File: config.mk
export PLATFORM = sky130hd
export DESIGN_NAME = dwarf_cfa_prolog_encoder_flat
export DESIGN_NICKNAME = d
export VERILOG_FILES = /design/src/dcfa_pkg.sv /design/src/dcfa_in_if.sv /design/src/dcfa_out_if.sv /design/src/dwarf_cfa_prolog_encoder.sv /design/src/flat_wrapper.sv
export VERILOG_INCLUDE_DIRS = /design/src /design/src/src
export SDC_FILE = /design/constraint.sdc
export NUM_CORES = 1
export LEC_CHECK = 0
export ABC_AREA = 1
export BUFFER_PORTS_ARGS = -buffer_cell sky130_fd_sc_hd__buf_2
export CAP_MARGIN = 20
export CELL_PAD_IN_SITES_DETAIL_PLACEMENT = 1
export CELL_PAD_IN_SITES_GLOBAL_PLACEMENT = 1
export CORE_ASPECT_RATIO = 0.9
export CORE_MARGIN = 4
export CORE_UTILIZATION = 30
export DETAILED_ROUTE_END_ITERATION = 12
export PLACE_DENSITY_LB_ADDON = 0.1
export SYNTH_ARGS = -nofsm -noshare
export SYNTH_HDL_FRONTEND = slang
export SYNTH_SLANG_ARGS = --single-unit
File: constraint.sdc
create_clock -name clk -period 8.9 [get_ports clk]
set_input_delay 0.89 -clock clk [delete_from_list [all_inputs] [get_ports clk]]
set_output_delay 0.89 -clock clk [all_outputs]
set_load 0.02 [all_outputs]
File: src/dwarf_cfa_prolog_encoder_macros.svh
// Assertion macros shared by the encoder RTL.
// Each macro expands to one labelled concurrent assertion clocked on clk, gated by rst.
`ifndef DWARF_CFA_PROLOG_ENCODER_MACROS_SVH
`define DWARF_CFA_PROLOG_ENCODER_MACROS_SVH

// Same-cycle implication.
`define DCFA_ASSERT_IMP(label, ante, cons, msg) \
  label: assert property (@(posedge clk) disable iff (rst) (ante) |-> (cons)) else $error(msg);

// Next-cycle implication.
`define DCFA_ASSERT_NXT(label, ante, cons, msg) \
  label: assert property (@(posedge clk) disable iff (rst) (ante) |=> (cons)) else $error(msg);

`endif

File: src/dcfa_pkg.sv
// Types, constants and byte-assembly functions for the call-frame encoder.
// No dependencies; imported by the top level.
package dcfa_pkg;

  localparam int SeqBytes = 17;
  localparam int SeqWidth = SeqBytes * 8;

  localparam logic [31:0] FRAME_RESET  = 32'd8;
  localparam logic [31:0] PUSH_SIZE    = 32'd8;
  localparam logic [7:0]  VEC_REG_BASE = 8'd17;

  localparam logic [7:0] OP_DEF_CFA_OFFSET = 8'h0e;
  localparam logic [7:0] OP_OFFSET         = 8'h80;
  localparam logic [1:0] OP_ADVANCE_SHORT  = 2'b01;
  localparam logic [7:0] OP_ADVANCE1       = 8'h02;
  localparam logic [7:0] OP_ADVANCE2       = 8'h03;
  localparam logic [7:0] OP_ADVANCE4       = 8'h04;

  typedef enum logic [1:0] {
    ACT_PUSH   = 2'd0,
    ACT_ADJUST = 2'd1,
    ACT_VECTOR = 2'd2,
    ACT_BEGIN  = 2'd3
  } action_t;

  // Up to five bytes, least significant byte first.
  typedef struct packed {
    logic [39:0] bytes;
    logic [2:0]  len;
  } piece_t;

  typedef struct packed {
    logic [SeqWidth-1:0] bytes;
    logic [4:0]          len;
  } seq_t;

  function automatic piece_t uleb_piece(logic [31:0] v);
    piece_t p;
    logic [2:0] n;
    if (v[31:7] == '0) begin
      n = 3'd1;
    end else if (v[31:14] == '0) begin
      n = 3'd2;
    end else if (v[31:21] == '0) begin
      n = 3'd3;
    end else if (v[31:28] == '0) begin
      n = 3'd4;
    end else begin
      n = 3'd5;
    end
    p.len   = n;
    p.bytes = {4'b0, v[31:28],
               n > 3'd4, v[27:21],
               n > 3'd3, v[20:14],
               n > 3'd2, v[13:7],
               n > 3'd1, v[6:0]};
    return p;
  endfunction

  function automatic piece_t advance_piece(logic [31:0] d);
    piece_t p;
    if (d[31:6] == '0) begin
      p.bytes = {32'b0, OP_ADVANCE_SHORT, d[5:0]};
      p.len   = 3'd1;
    end else if (d[31:8] == '0) begin
      p.bytes = {24'b0, d[7:0], OP_ADVANCE1};
      p.len   = 3'd2;
    end else if (d[31:16] == '0) begin
      p.bytes = {16'b0, d[15:0], OP_ADVANCE2};
      p.len   = 3'd3;
    end else begin
      p.bytes = {d, OP_ADVANCE4};
      p.len   = 3'd5;
    end
    return p;
  endfunction

  function automatic seq_t append(seq_t s, piece_t p);
    seq_t r;
    r.bytes = s.bytes | (SeqWidth'(p.bytes) << {s.len, 3'b000});
    r.len   = s.len + 5'(p.len);
    return r;
  endfunction

  function automatic piece_t byte_piece(logic [7:0] b);
    piece_t p;
    p.bytes = {32'b0, b};
    p.len   = 3'd1;
    return p;
  endfunction

endpackage

File: src/dcfa_in_if.sv
// Input channel: one prolog unwind event per transfer.
// Depends on nothing beyond the language; valid/ready handshake.
interface dcfa_in_if;
  logic        valid;
  logic        ready;
  logic [1:0]  action;
  logic [31:0] code_offset;
  logic [3:0]  reg_num;
  logic [31:0] adjust_amount;
  logic [31:0] slot_offset;

  modport source (output valid, action, code_offset, reg_num, adjust_amount, slot_offset,
                  input ready);
  modport sink (input valid, action, code_offset, reg_num, adjust_amount, slot_offset,
                output ready);
endinterface

File: src/dcfa_out_if.sv
// Output channel: one call-frame instruction byte per transfer.
// Depends on nothing beyond the language; valid/ready handshake.
interface dcfa_out_if;
  logic       valid;
  logic       ready;
  logic [7:0] out_byte;
  logic       last_byte;

  modport source (output valid, out_byte, last_byte, input ready);
  modport sink (input valid, out_byte, last_byte, output ready);
endinterface

File: src/dwarf_cfa_prolog_encoder.sv
// Top level of the call-frame instruction encoder for prolog unwind events.
// Uses dcfa_pkg, the dcfa_in_if / dcfa_out_if channels and the assertion macros.
//
// Usage: each transfer on in_ch is one prolog event (push, stack adjust, vector
// save or begin). The encoder answers on out_ch with the bytes of the matching
// call-frame instructions, one byte per transfer, with last_byte set on the
// final byte of the event. A begin event restores the frame offset to 8 and the
// previous code offset to 0 and produces no bytes.
// An accepted event is held in an input register, then the whole byte
// sequence (3 to 17 bytes) is built in one pass into a result buffer. The
// first byte is valid once the event has been loaded into the buffer. The
// buffer drains one byte per cycle while the receiver is ready; the next
// event is loaded in the cycle the final byte is taken, giving gap-free
// output. Begin events leave the input register without waiting for the
// buffer. If the receiver stalls, the buffer holds and the input register
// still takes one further event. Reset empties both stages and restores the
// tracked state.
`include "dwarf_cfa_prolog_encoder_macros.svh"

module dwarf_cfa_prolog_encoder
  import dcfa_pkg::*;
(
  input  logic      clk,
  input  logic      rst,
  dcfa_in_if.sink   in_ch,
  dcfa_out_if.source out_ch
);

  // Input register.
  logic        stage_valid;
  action_t     stage_action;
  logic [31:0] stage_code;
  logic [3:0]  stage_reg;
  logic [31:0] stage_adj;
  logic [31:0] stage_slot;

  // Tracked unwind state.
  logic [31:0] frame_offset;
  logic [31:0] prev_code_offset;

  // Result buffer: bytes still to send, lowest byte first.
  logic [SeqWidth-1:0] bytes;
  logic [4:0]          remaining;

  logic        in_fire;
  logic        out_fire;
  logic        out_done;
  logic        buf_free;
  logic        stage_move;
  logic        load;
  logic [31:0] frame_offset_next;
  logic [31:0] operand;
  piece_t      operand_piece;
  seq_t        seq;

  assign in_fire    = in_ch.valid && in_ch.ready;
  assign out_fire   = out_ch.valid && out_ch.ready;
  assign out_done   = out_fire && (remaining == 5'd1);
  assign buf_free   = (remaining == 5'd0) || out_done;
  assign stage_move = stage_valid && ((stage_action == ACT_BEGIN) || buf_free);
  assign load       = stage_move && (stage_action != ACT_BEGIN);

  assign in_ch.ready      = !stage_valid || stage_move;
  assign out_ch.valid     = (remaining != 5'd0);
  assign out_ch.out_byte  = bytes[7:0];
  assign out_ch.last_byte = (remaining == 5'd1);

  always_comb begin
    case (stage_action)
      ACT_PUSH:   frame_offset_next = frame_offset + PUSH_SIZE;
      ACT_ADJUST: frame_offset_next = frame_offset + stage_adj;
      default:    frame_offset_next = frame_offset;
    endcase
  end

  // The vector save reports its slot relative to the unchanged frame offset.
  assign operand       = (stage_action == ACT_VECTOR) ? frame_offset - stage_slot
                                                      : frame_offset_next;
  assign operand_piece = uleb_piece(operand);

  always_comb begin
    seq = '0;
    seq = append(seq, advance_piece(stage_code - prev_code_offset));
    case (stage_action)
      ACT_PUSH: begin
        seq = append(seq, byte_piece(OP_DEF_CFA_OFFSET));
        seq = append(seq, operand_piece);
        seq = append(seq, byte_piece(OP_OFFSET | {4'b0, stage_reg}));
        seq = append(seq, operand_piece);
      end
      ACT_ADJUST: begin
        seq = append(seq, byte_piece(OP_DEF_CFA_OFFSET));
        seq = append(seq, operand_piece);
      end
      default: begin
        seq = append(seq, byte_piece(OP_OFFSET | (VEC_REG_BASE + {4'b0, stage_reg})));
        seq = append(seq, operand_piece);
      end
    endcase
  end

  always_ff @(posedge clk) begin
    if (rst) begin
      stage_valid <= 1'b0;
    end else if (in_fire) begin
      stage_valid <= 1'b1;
    end else if (stage_move) begin
      stage_valid <= 1'b0;
    end
  end

  always_ff @(posedge clk) begin
    if (in_fire) begin
      stage_action <= action_t'(in_ch.action);
      stage_code   <= in_ch.code_offset;
      stage_reg    <= in_ch.reg_num;
      stage_adj    <= in_ch.adjust_amount;
      stage_slot   <= in_ch.slot_offset;
    end
  end

  always_ff @(posedge clk) begin
    if (rst) begin
      frame_offset     <= FRAME_RESET;
      prev_code_offset <= 32'd0;
    end else if (stage_move) begin
      if (stage_action == ACT_BEGIN) begin
        frame_offset     <= FRAME_RESET;
        prev_code_offset <= 32'd0;
      end else begin
        frame_offset     <= frame_offset_next;
        prev_code_offset <= stage_code;
      end
    end
  end

  always_ff @(posedge clk) begin
    if (rst) begin
      remaining <= 5'd0;
    end else if (load) begin
      remaining <= seq.len;
    end else if (out_fire) begin
      remaining <= remaining - 5'd1;
    end
  end

  always_ff @(posedge clk) begin
    if (load) begin
      bytes <= seq.bytes;
    end else if (out_fire) begin
      bytes <= bytes >> 8;
    end
  end

  `DCFA_ASSERT_IMP(a_remaining_bound, out_ch.valid, remaining <= 5'(SeqBytes), "byte count beyond buffer")
  `DCFA_ASSERT_IMP(a_load_when_free, load, (remaining == 5'd0) || out_done, "buffer overwritten while draining")
  `DCFA_ASSERT_NXT(a_drain_empties, out_done && !load, !out_ch.valid, "bytes sent after the final byte")
  `DCFA_ASSERT_NXT(a_begin_resets, stage_move && stage_action == ACT_BEGIN, frame_offset == FRAME_RESET && prev_code_offset == 32'd0, "begin did not restore state")

endmodule
File: src/flat_wrapper.sv
// flat-port wrapper written by rule: the top's interface ports become plain ports
module dwarf_cfa_prolog_encoder_flat import dcfa_pkg::*;
  (clk, rst, in_ch_valid, in_ch_action, in_ch_code_offset, in_ch_reg_num, in_ch_adjust_amount, in_ch_slot_offset, in_ch_ready, out_ch_valid, out_ch_out_byte, out_ch_last_byte, out_ch_ready);
  dcfa_in_if in_ch_i ();
  dcfa_out_if out_ch_i ();
  input  logic clk;
  input  logic rst;
  input wire logic [$bits(in_ch_i.valid)-1:0] in_ch_valid;
  input wire logic [$bits(in_ch_i.action)-1:0] in_ch_action;
  input wire logic [$bits(in_ch_i.code_offset)-1:0] in_ch_code_offset;
  input wire logic [$bits(in_ch_i.reg_num)-1:0] in_ch_reg_num;
  input wire logic [$bits(in_ch_i.adjust_amount)-1:0] in_ch_adjust_amount;
  input wire logic [$bits(in_ch_i.slot_offset)-1:0] in_ch_slot_offset;
  output wire logic [$bits(in_ch_i.ready)-1:0] in_ch_ready;
  output wire logic [$bits(out_ch_i.valid)-1:0] out_ch_valid;
  output wire logic [$bits(out_ch_i.out_byte)-1:0] out_ch_out_byte;
  output wire logic [$bits(out_ch_i.last_byte)-1:0] out_ch_last_byte;
  input wire logic [$bits(out_ch_i.ready)-1:0] out_ch_ready;
  assign in_ch_i.valid = in_ch_valid;
  assign in_ch_i.action = in_ch_action;
  assign in_ch_i.code_offset = in_ch_code_offset;
  assign in_ch_i.reg_num = in_ch_reg_num;
  assign in_ch_i.adjust_amount = in_ch_adjust_amount;
  assign in_ch_i.slot_offset = in_ch_slot_offset;
  assign in_ch_ready = in_ch_i.ready;
  assign out_ch_valid = out_ch_i.valid;
  assign out_ch_out_byte = out_ch_i.out_byte;
  assign out_ch_last_byte = out_ch_i.last_byte;
  assign out_ch_i.ready = out_ch_ready;
  dwarf_cfa_prolog_encoder u_core (.clk(clk), .rst(rst), .in_ch(in_ch_i), .out_ch(out_ch_i));
endmodule
# --- Yosys cells after proc, flatten, opt, wreduce, memory -nomap -nowiden ---
# Cells that the tools add are included.
totals:
  register_bits: 308
  word_cells: 79
op_classes:
  n_addsub: 10
  magnitude_cmp: 4
  n_eq_ne: 5
  shift: 5
  muxes: 18
  n_bitwise: 6
  n_reduce_logical: 21
ops:
  columns: ["cell", "count"]
  rows:
  - ["136-bit OR", 4]
  - ["141-bit case mux with 2 select lines", 1]
  - ["136-bit 2-to-1 mux", 2]
  - ["40-bit by 136-bit OR with 136-bit output", 2]
  - ["36-bit by 8-bit << shifter with 136-bit output", 2]
  - ["4-bit by 6-bit << shifter with 136-bit output, first input constant", 1]
  - ["8-bit by 6-bit << shifter with 136-bit output", 1]
  - ["8-bit by 8-bit << shifter with 136-bit output", 1]
  - ["43-bit 2-to-1 mux", 3]
  - ["32-bit 2-to-1 mux", 3]
  - ["32-bit case mux with 2 select lines", 1]
  - ["32-bit subtractor", 2]
  - ["32-bit adder", 1]
  - ["32-bit by 4-bit adder with 32-bit output, second input constant", 1]
  - ["26-bit zero test", 1]
  - ["25-bit zero test", 1]
  - ["24-bit zero test", 1]
  - ["18-bit zero test", 1]
  - ["16-bit zero test", 1]
  - ["11-bit zero test", 1]
  - ["5-bit by 3-bit adder with 5-bit output", 2]
  - ["5-bit 2-to-1 mux", 2]
  - ["3-bit 2-to-1 mux", 3]
  - ["5-bit by 4-bit adder with 6-bit output, first input constant", 1]
  - ["other kinds (19)", 30]

# --- Longest topological paths before layout ---
logic_depth:
  depth_word: 15
  ltp_mapped: 38
  ltp_nobuf: 37

# --- Worst setup path after synthesis ---
# Ideal clock, no wire load.
synth_timing:
  path_type: "reg-to-reg"
  start: "register u_core.stage_adj[0]"
  end: "register u_core.bytes[32], data pin"
  setup_ps: 256
  arrival_ps: 5344
  t_required_ps: 8644
  path_slack_ps: 3299
  stages_incl_launch_ff: 32
  synth_period_minus_slack_ps: 5601
  path_cell_list: "edfxtp_1 > ha_1 > fa_1 > nand3_1 > nand3_1 > nand2_1 > nand2_1 > nand2_1 > nand2_1 > nand2_1 > nand3_1 > nand3_1 > nand2_1 > a21oi_1 > nand2_1 > nor2_2 > o211ai_1 > ha_1 > fa_1 > or2_2 > nand2_1 > inv_1 > clkbuf_1 > buf_1 > ha_1 > clkbuf_1 > clkbuf_1 > clkbuf_1 > nand2_1 > nand3_1 > nand4_1 > o22a_1"
synth_between:
  elab_chain_len: 14
synth_lines:
  columns: ["element", "line", "text"]
  rows:
  - ["start, declared", "dwarf_cfa_prolog_encoder.sv:34", "logic [31:0] stage_adj;"]
  - ["start signal, assigned", "dwarf_cfa_prolog_encoder.sv:117", "stage_adj <= in_ch.adjust_amount;"]
  - ["32-bit adder *", "dwarf_cfa_prolog_encoder.sv:71", "ACT_ADJUST: frame_offset_next = frame_offset + stage_adj;"]
  - ["32-bit case mux with 2 select lines *", "dwarf_cfa_prolog_encoder.sv:69", "case (stage_action)"]
  - ["32-bit 2-to-1 mux *", "dwarf_cfa_prolog_encoder.sv:77", "assign operand = (stage_action == ACT_VECTOR) ? frame_offset - stage_slot"]
  - ["4-bit zero test", "dcfa_pkg.sv:46", "end else if (v[31:28] == '0) begin"]
  - ["1-bit 2-to-1 mux", "dcfa_pkg.sv:46", null]
  - ["3-bit 2-to-1 mux", "dcfa_pkg.sv:44", "end else if (v[31:21] == '0) begin"]
  - ["3-bit 2-to-1 mux", "dcfa_pkg.sv:42", "end else if (v[31:14] == '0) begin"]
  - ["3-bit 2-to-1 mux", "dcfa_pkg.sv:40", "if (v[31:7] == '0) begin"]
  - ["5-bit by 3-bit adder with 5-bit output", "dcfa_pkg.sv:81", "r.len = s.len + 5'(p.len);"]
  - ["5-bit by 1-bit adder with 5-bit output / 8-bit by 8-bit << shifter with 136-bit output (equally long branches)", "dcfa_pkg.sv:81, dcfa_pkg.sv:80", null]
  - ["36-bit by 8-bit << shifter with 136-bit output / 136-bit OR (equally long branches)", "dcfa_pkg.sv:80", "r.bytes = s.bytes | (SeqWidth'(p.bytes) << {s.len, 3'b000});"]
  - ["136-bit OR", "dcfa_pkg.sv:80", null]
  - ["141-bit case mux with 2 select lines *", "dwarf_cfa_prolog_encoder.sv:84", "case (stage_action)"]
  - ["136-bit 2-to-1 mux *", "dwarf_cfa_prolog_encoder.sv:148", "if (load) begin"]
  - ["end signal, assigned", "dwarf_cfa_prolog_encoder.sv:149", "bytes <= seq.bytes;"]
  - ["end signal, assigned", "dwarf_cfa_prolog_encoder.sv:151", "bytes <= bytes >> 8;"]
  - ["end, declared", "dwarf_cfa_prolog_encoder.sv:42", "logic [SeqWidth-1:0] bytes;"]
# Mark *: on every way between the ends. The rest lies on a longest branch, timed or not.
# A chain may end at the register's enable or synchronous reset.

# --- Final worst setup path ---
layout_timing:
  start: "register u_core.stage_code[0]"
  end: "register u_core.bytes[81], data pin"
layout_between:
  elab_chain_len: 12
layout_lines:
  columns: ["element", "line", "text"]
  rows:
  - ["start, declared", "dwarf_cfa_prolog_encoder.sv:32", "logic [31:0] stage_code;"]
  - ["start signal, assigned", "dwarf_cfa_prolog_encoder.sv:115", "stage_code <= in_ch.code_offset;"]
  - ["32-bit subtractor *", "dwarf_cfa_prolog_encoder.sv:83", "seq = append(seq, advance_piece(stage_code - prev_code_offset));"]
  - ["16-bit zero test", "dcfa_pkg.sv:68", "end else if (d[31:16] == '0) begin"]
  - ["43-bit 2-to-1 mux", "dcfa_pkg.sv:68", null]
  - ["43-bit 2-to-1 mux", "dcfa_pkg.sv:65", "end else if (d[31:8] == '0) begin"]
  - ["43-bit 2-to-1 mux *", "dcfa_pkg.sv:62", "if (d[31:6] == '0) begin"]
  - ["3-bit by 1-bit adder with 4-bit output / 4-bit by 6-bit << shifter with 136-bit output (equally long branches)", "dcfa_pkg.sv:81, dcfa_pkg.sv:80", null]
  - ["5-bit by 3-bit adder with 5-bit output (tied with other cells)", "dcfa_pkg.sv:81", null]
  - ["5-bit by 1-bit adder with 5-bit output (tied with other cells)", "dcfa_pkg.sv:81", null]
  - ["36-bit by 8-bit << shifter with 136-bit output / 136-bit OR (equally long branches)", "dcfa_pkg.sv:80", null]
  - ["136-bit OR", "dcfa_pkg.sv:80", null]
  - ["141-bit case mux with 2 select lines *", "dwarf_cfa_prolog_encoder.sv:84", null]
  - ["136-bit 2-to-1 mux *", "dwarf_cfa_prolog_encoder.sv:148", null]
# Marks and branches as above.

==> impl_metrics.env <==
export IMPL_status="finished, final reports clean"
export IMPL_slowest_delay_ns=0.47
export IMPL_cts_resized=0
export IMPL_drtPass1Iterations=5
export IMPL_drive_above_1_share=0.08540
export IMPL_avgSynthCellArea_um2=6.622
export IMPL_cp_arrival_ns=8.11
export IMPL_slew_limit_headroom=0.3107
export IMPL_fin_ws_ns=1.198
export IMPL_route_detailed_drc=0
export IMPL_r2r_start="u_core.stage_code[0]"
export IMPL_synth_top_cell_by_area="edfxtp_1"
export IMPL_cts_buffers_inserted=41
export IMPL_power_leakage_nw=12.75
export IMPL_fmaxAchievable_ghz=0.1298
export IMPL_place_hpwl_um=96830
export IMPL_yosys_warnings=0
export IMPL_highest_layer="met5"
export IMPL_critPathLaunchType="flip-flop"
export IMPL_place_ws_ns=1.385
export IMPL_drv_cap=0
export IMPL_tightest_slew_ns=1.023
export IMPL_largest_register="u_core.bytes"
export IMPL_hold_violations=0
export IMPL_grt_pass1_vias=26530
export IMPL_end_kind="flip-flop"
export IMPL_dieHeight_um=284.9
export IMPL_die_area_um2=89950
export IMPL_setup_viol=0
export IMPL_rsz0062_at_grt="false"
export IMPL_drv_slew=0
export IMPL_root_buffer="clkbuf_16"
export IMPL_dr_wl_met2_um=49270
export IMPL_synthArstFlopShare=0
export IMPL_antenna_found_initial=2
export IMPL_startpoint="u_core.stage_code[0]"
export IMPL_tns_ns=0
export IMPL_start_util=0.3028
export IMPL_hold_path_class="input pin to flip-flop"
export IMPL_grt_pass1_wl_um=180100
export IMPL_p_per_area_nw_per_um2=278.4
export IMPL_cts_setup_buffers=0
export IMPL_grt_use_total=0.2706
export IMPL_clk_pin_slew_worst_paths_ns=0.06
export IMPL_ys_seq_elements=308
export IMPL_port_buffers=116
export IMPL_grt_max_degree=101
export IMPL_clock_latency_ns=0.60
export IMPL_boundaryPins=117
export IMPL_wl_per_cell_um=24.42
export IMPL_r2r_slack_ns=1.20
export IMPL_core_um2=84420
export IMPL_cts_tree="built"
export IMPL_worstSetupPathType="flip-flop to flip-flop"
export IMPL_ant_nets=0
export IMPL_crit_path_end="u_core.bytes[81]"
export IMPL_num_rows=101
export IMPL_fin_nets=4146
export IMPL_drt_iter0_drc=2639
export IMPL_place_gp_congestion=0.9573
export IMPL_ys_seq_area_frac=0.3344
export IMPL_viasPerCell=5.299
export IMPL_synth_area_leaders="edfxtp_1 28%, nand2_1 19%, inv_1 7.2%"
export IMPL_ir_worst_vdd_mv=0.1614
export IMPL_multiInputGateArea_um2=14480
export IMPL_cpMaxStageDelayCell="nor2_4"
export IMPL_area_growth_pct=12.25
export IMPL_cts_buffer_depth=3
export IMPL_routed_wl_um=124400
export IMPL_fillers=10850
export IMPL_synth_cell_types=64
export IMPL_fin_skew_ns=0.04064
export IMPL_fin_crit_sh=0.8654
export IMPL_cts_hold_buf=0
export IMPL_syn_area_um2=25560
export IMPL_clock_sinks=308
export IMPL_synthCells=3860
export IMPL_required_ns=9.31
export IMPL_wl_met1_um=60790
export IMPL_synth_top_area_frac=0.2796
export IMPL_synth_edf_count=238
export IMPL_synthesis_nets=4080
export IMPL_worst_path_max_fanout=19
export IMPL_met3_length_um=10380
export IMPL_largest_reg_flops=136
export IMPL_seq_area_um2=8548
export IMPL_vias=26980
export IMPL_synth_main_ff_cell="edfxtp_1"
export IMPL_fin_total_pwr_mw=7.988
export IMPL_worstRegToRegCells=37
export IMPL_fp_dieW_um=315.7
export IMPL_cts_htree_levels=2
export IMPL_r2r_end="u_core.bytes[81]"
export IMPL_period_needed_ns=7.702
export IMPL_grt_overflow=0
worst max-delay path: cells and delay by family, from the launching register on:
kind	cells	cell delay [ns]
AO/OA/AOI/OAI	5	0.86
adder cells (fa/ha/maj)	3	1.02
buffers and inverters	11	2.13
flip-flops	1	0.42
AND/OR/NAND/NOR	18	3.06
final cells by class:
type,instances,area share
Antenna cell,1,0.00008721
Clock buffer,56,0.04025
Clock inverter,19,0.006410
Inverter,508,0.06681
Multi-Input combinational cell,2896,0.5045
Sequential cell,308,0.2979
Tap cell,1133,0.04941
Timing Repair Buffer,171,0.03462
report_power, final:
part | switching (mW) | total (mW) | internal [mW]
logic | 2.84 | 3.89 | 1.05
registers | 0.205 | 2.41 | 2.20
clock network | 0.698 | 1.69 | 0.996
total | 3.74 | 7.99 | 4.25
worst min path at each step:
stage | start | endpoint | slack, ns | cells after the start
5_1_grt | in_ch_code_offset[24] | u_core.stage_code[24] | 0.44 | 1
4_1_cts | in_ch_adjust_amount[25] | u_core.stage_adj[25] | 0.43 | 1
2_1_floorplan | u_core.prev_code_offset[10] | u_core.prev_code_offset[10] | 0.45 | 2
3_5_place_dp | u_core.prev_code_offset[8] | u_core.prev_code_offset[8] | 0.46 | 2
3_3_place_gp | u_core.prev_code_offset[3] | u_core.prev_code_offset[3] | 0.45 | 2
6_report | in_ch_adjust_amount[25] | u_core.stage_adj[25] | 0.46 | 1
per-stage QoR:
stage                     std cells  utilization  hold WS [ns]  instance area (um^2)
after global placement         5016       0.3240        0.4542                 27350
after floorplan                3860            -        0.4453                 25560
after CTS                      5091       0.3399        0.4259                 28690
after global routing           5091       0.3399        0.4435                 28690
final                          5092       0.3399        0.4596                 28690
after detailed placement       5016       0.3240        0.4586                 27350
cell usage after synthesis (32+ instances only):
cell,number
o21ai_1,32
o21ai_0,201
inv_1,493
nor3_1,44
a21oi_1,240
nand2_1,1261
clkbuf_1,98
or2_2,40
edfxtp_1,238
ha_1,109
nand4_1,69
dfxtp_1,70
nor2_1,313
nand3_1,297
layer usage:
layer / up-vias / track usage
met2: 885 / 0.3815
met1: 13050 / 0.4046
met3: 196 / 0.06780
met4: 2 / 0.07589
met5: - / 0
li1: 12850 / -
cell usage in the layout, fill, tap and decap left out, types with 10 or more instances in the layout:
master     count
nand2_1     1258
inv_1        491
nor2_1       311
nand3_1      297
a21oi_1      240
edfxtp_1     238
o21ai_0      199
buf_2        116
ha_1         109
dfxtp_1       70
nand4_1       69
buf_4         55
nor3_1        44
clkbuf_16     43
or2_2         40
o21ai_1       34
o211ai_1      31
a2bb2oi_1     28
xor2_1        19
o21a_1        18
nand3b_1      18
nor2_2        16
a31oi_1       16
o21bai_1      12
xnor2_1       10
clkinv_1      10
clkbuf_1      10
cells by family (layout without fill, tap and decap cells):
family,after synthesis,after routing,synth area share
buffers and inverters,656,754,0.1002
AND/OR/NAND/NOR,2099,2099,0.3489
XOR/XNOR,30,30,0.01057
other,0,1,0
multiplexers,2,2,0.0007832
adder cells (fa/ha/maj),114,114,0.05727
flip-flops,308,308,0.3344
AO/OA/AOI/OAI,651,651,0.1478
(Power assumes the default switching activity.)
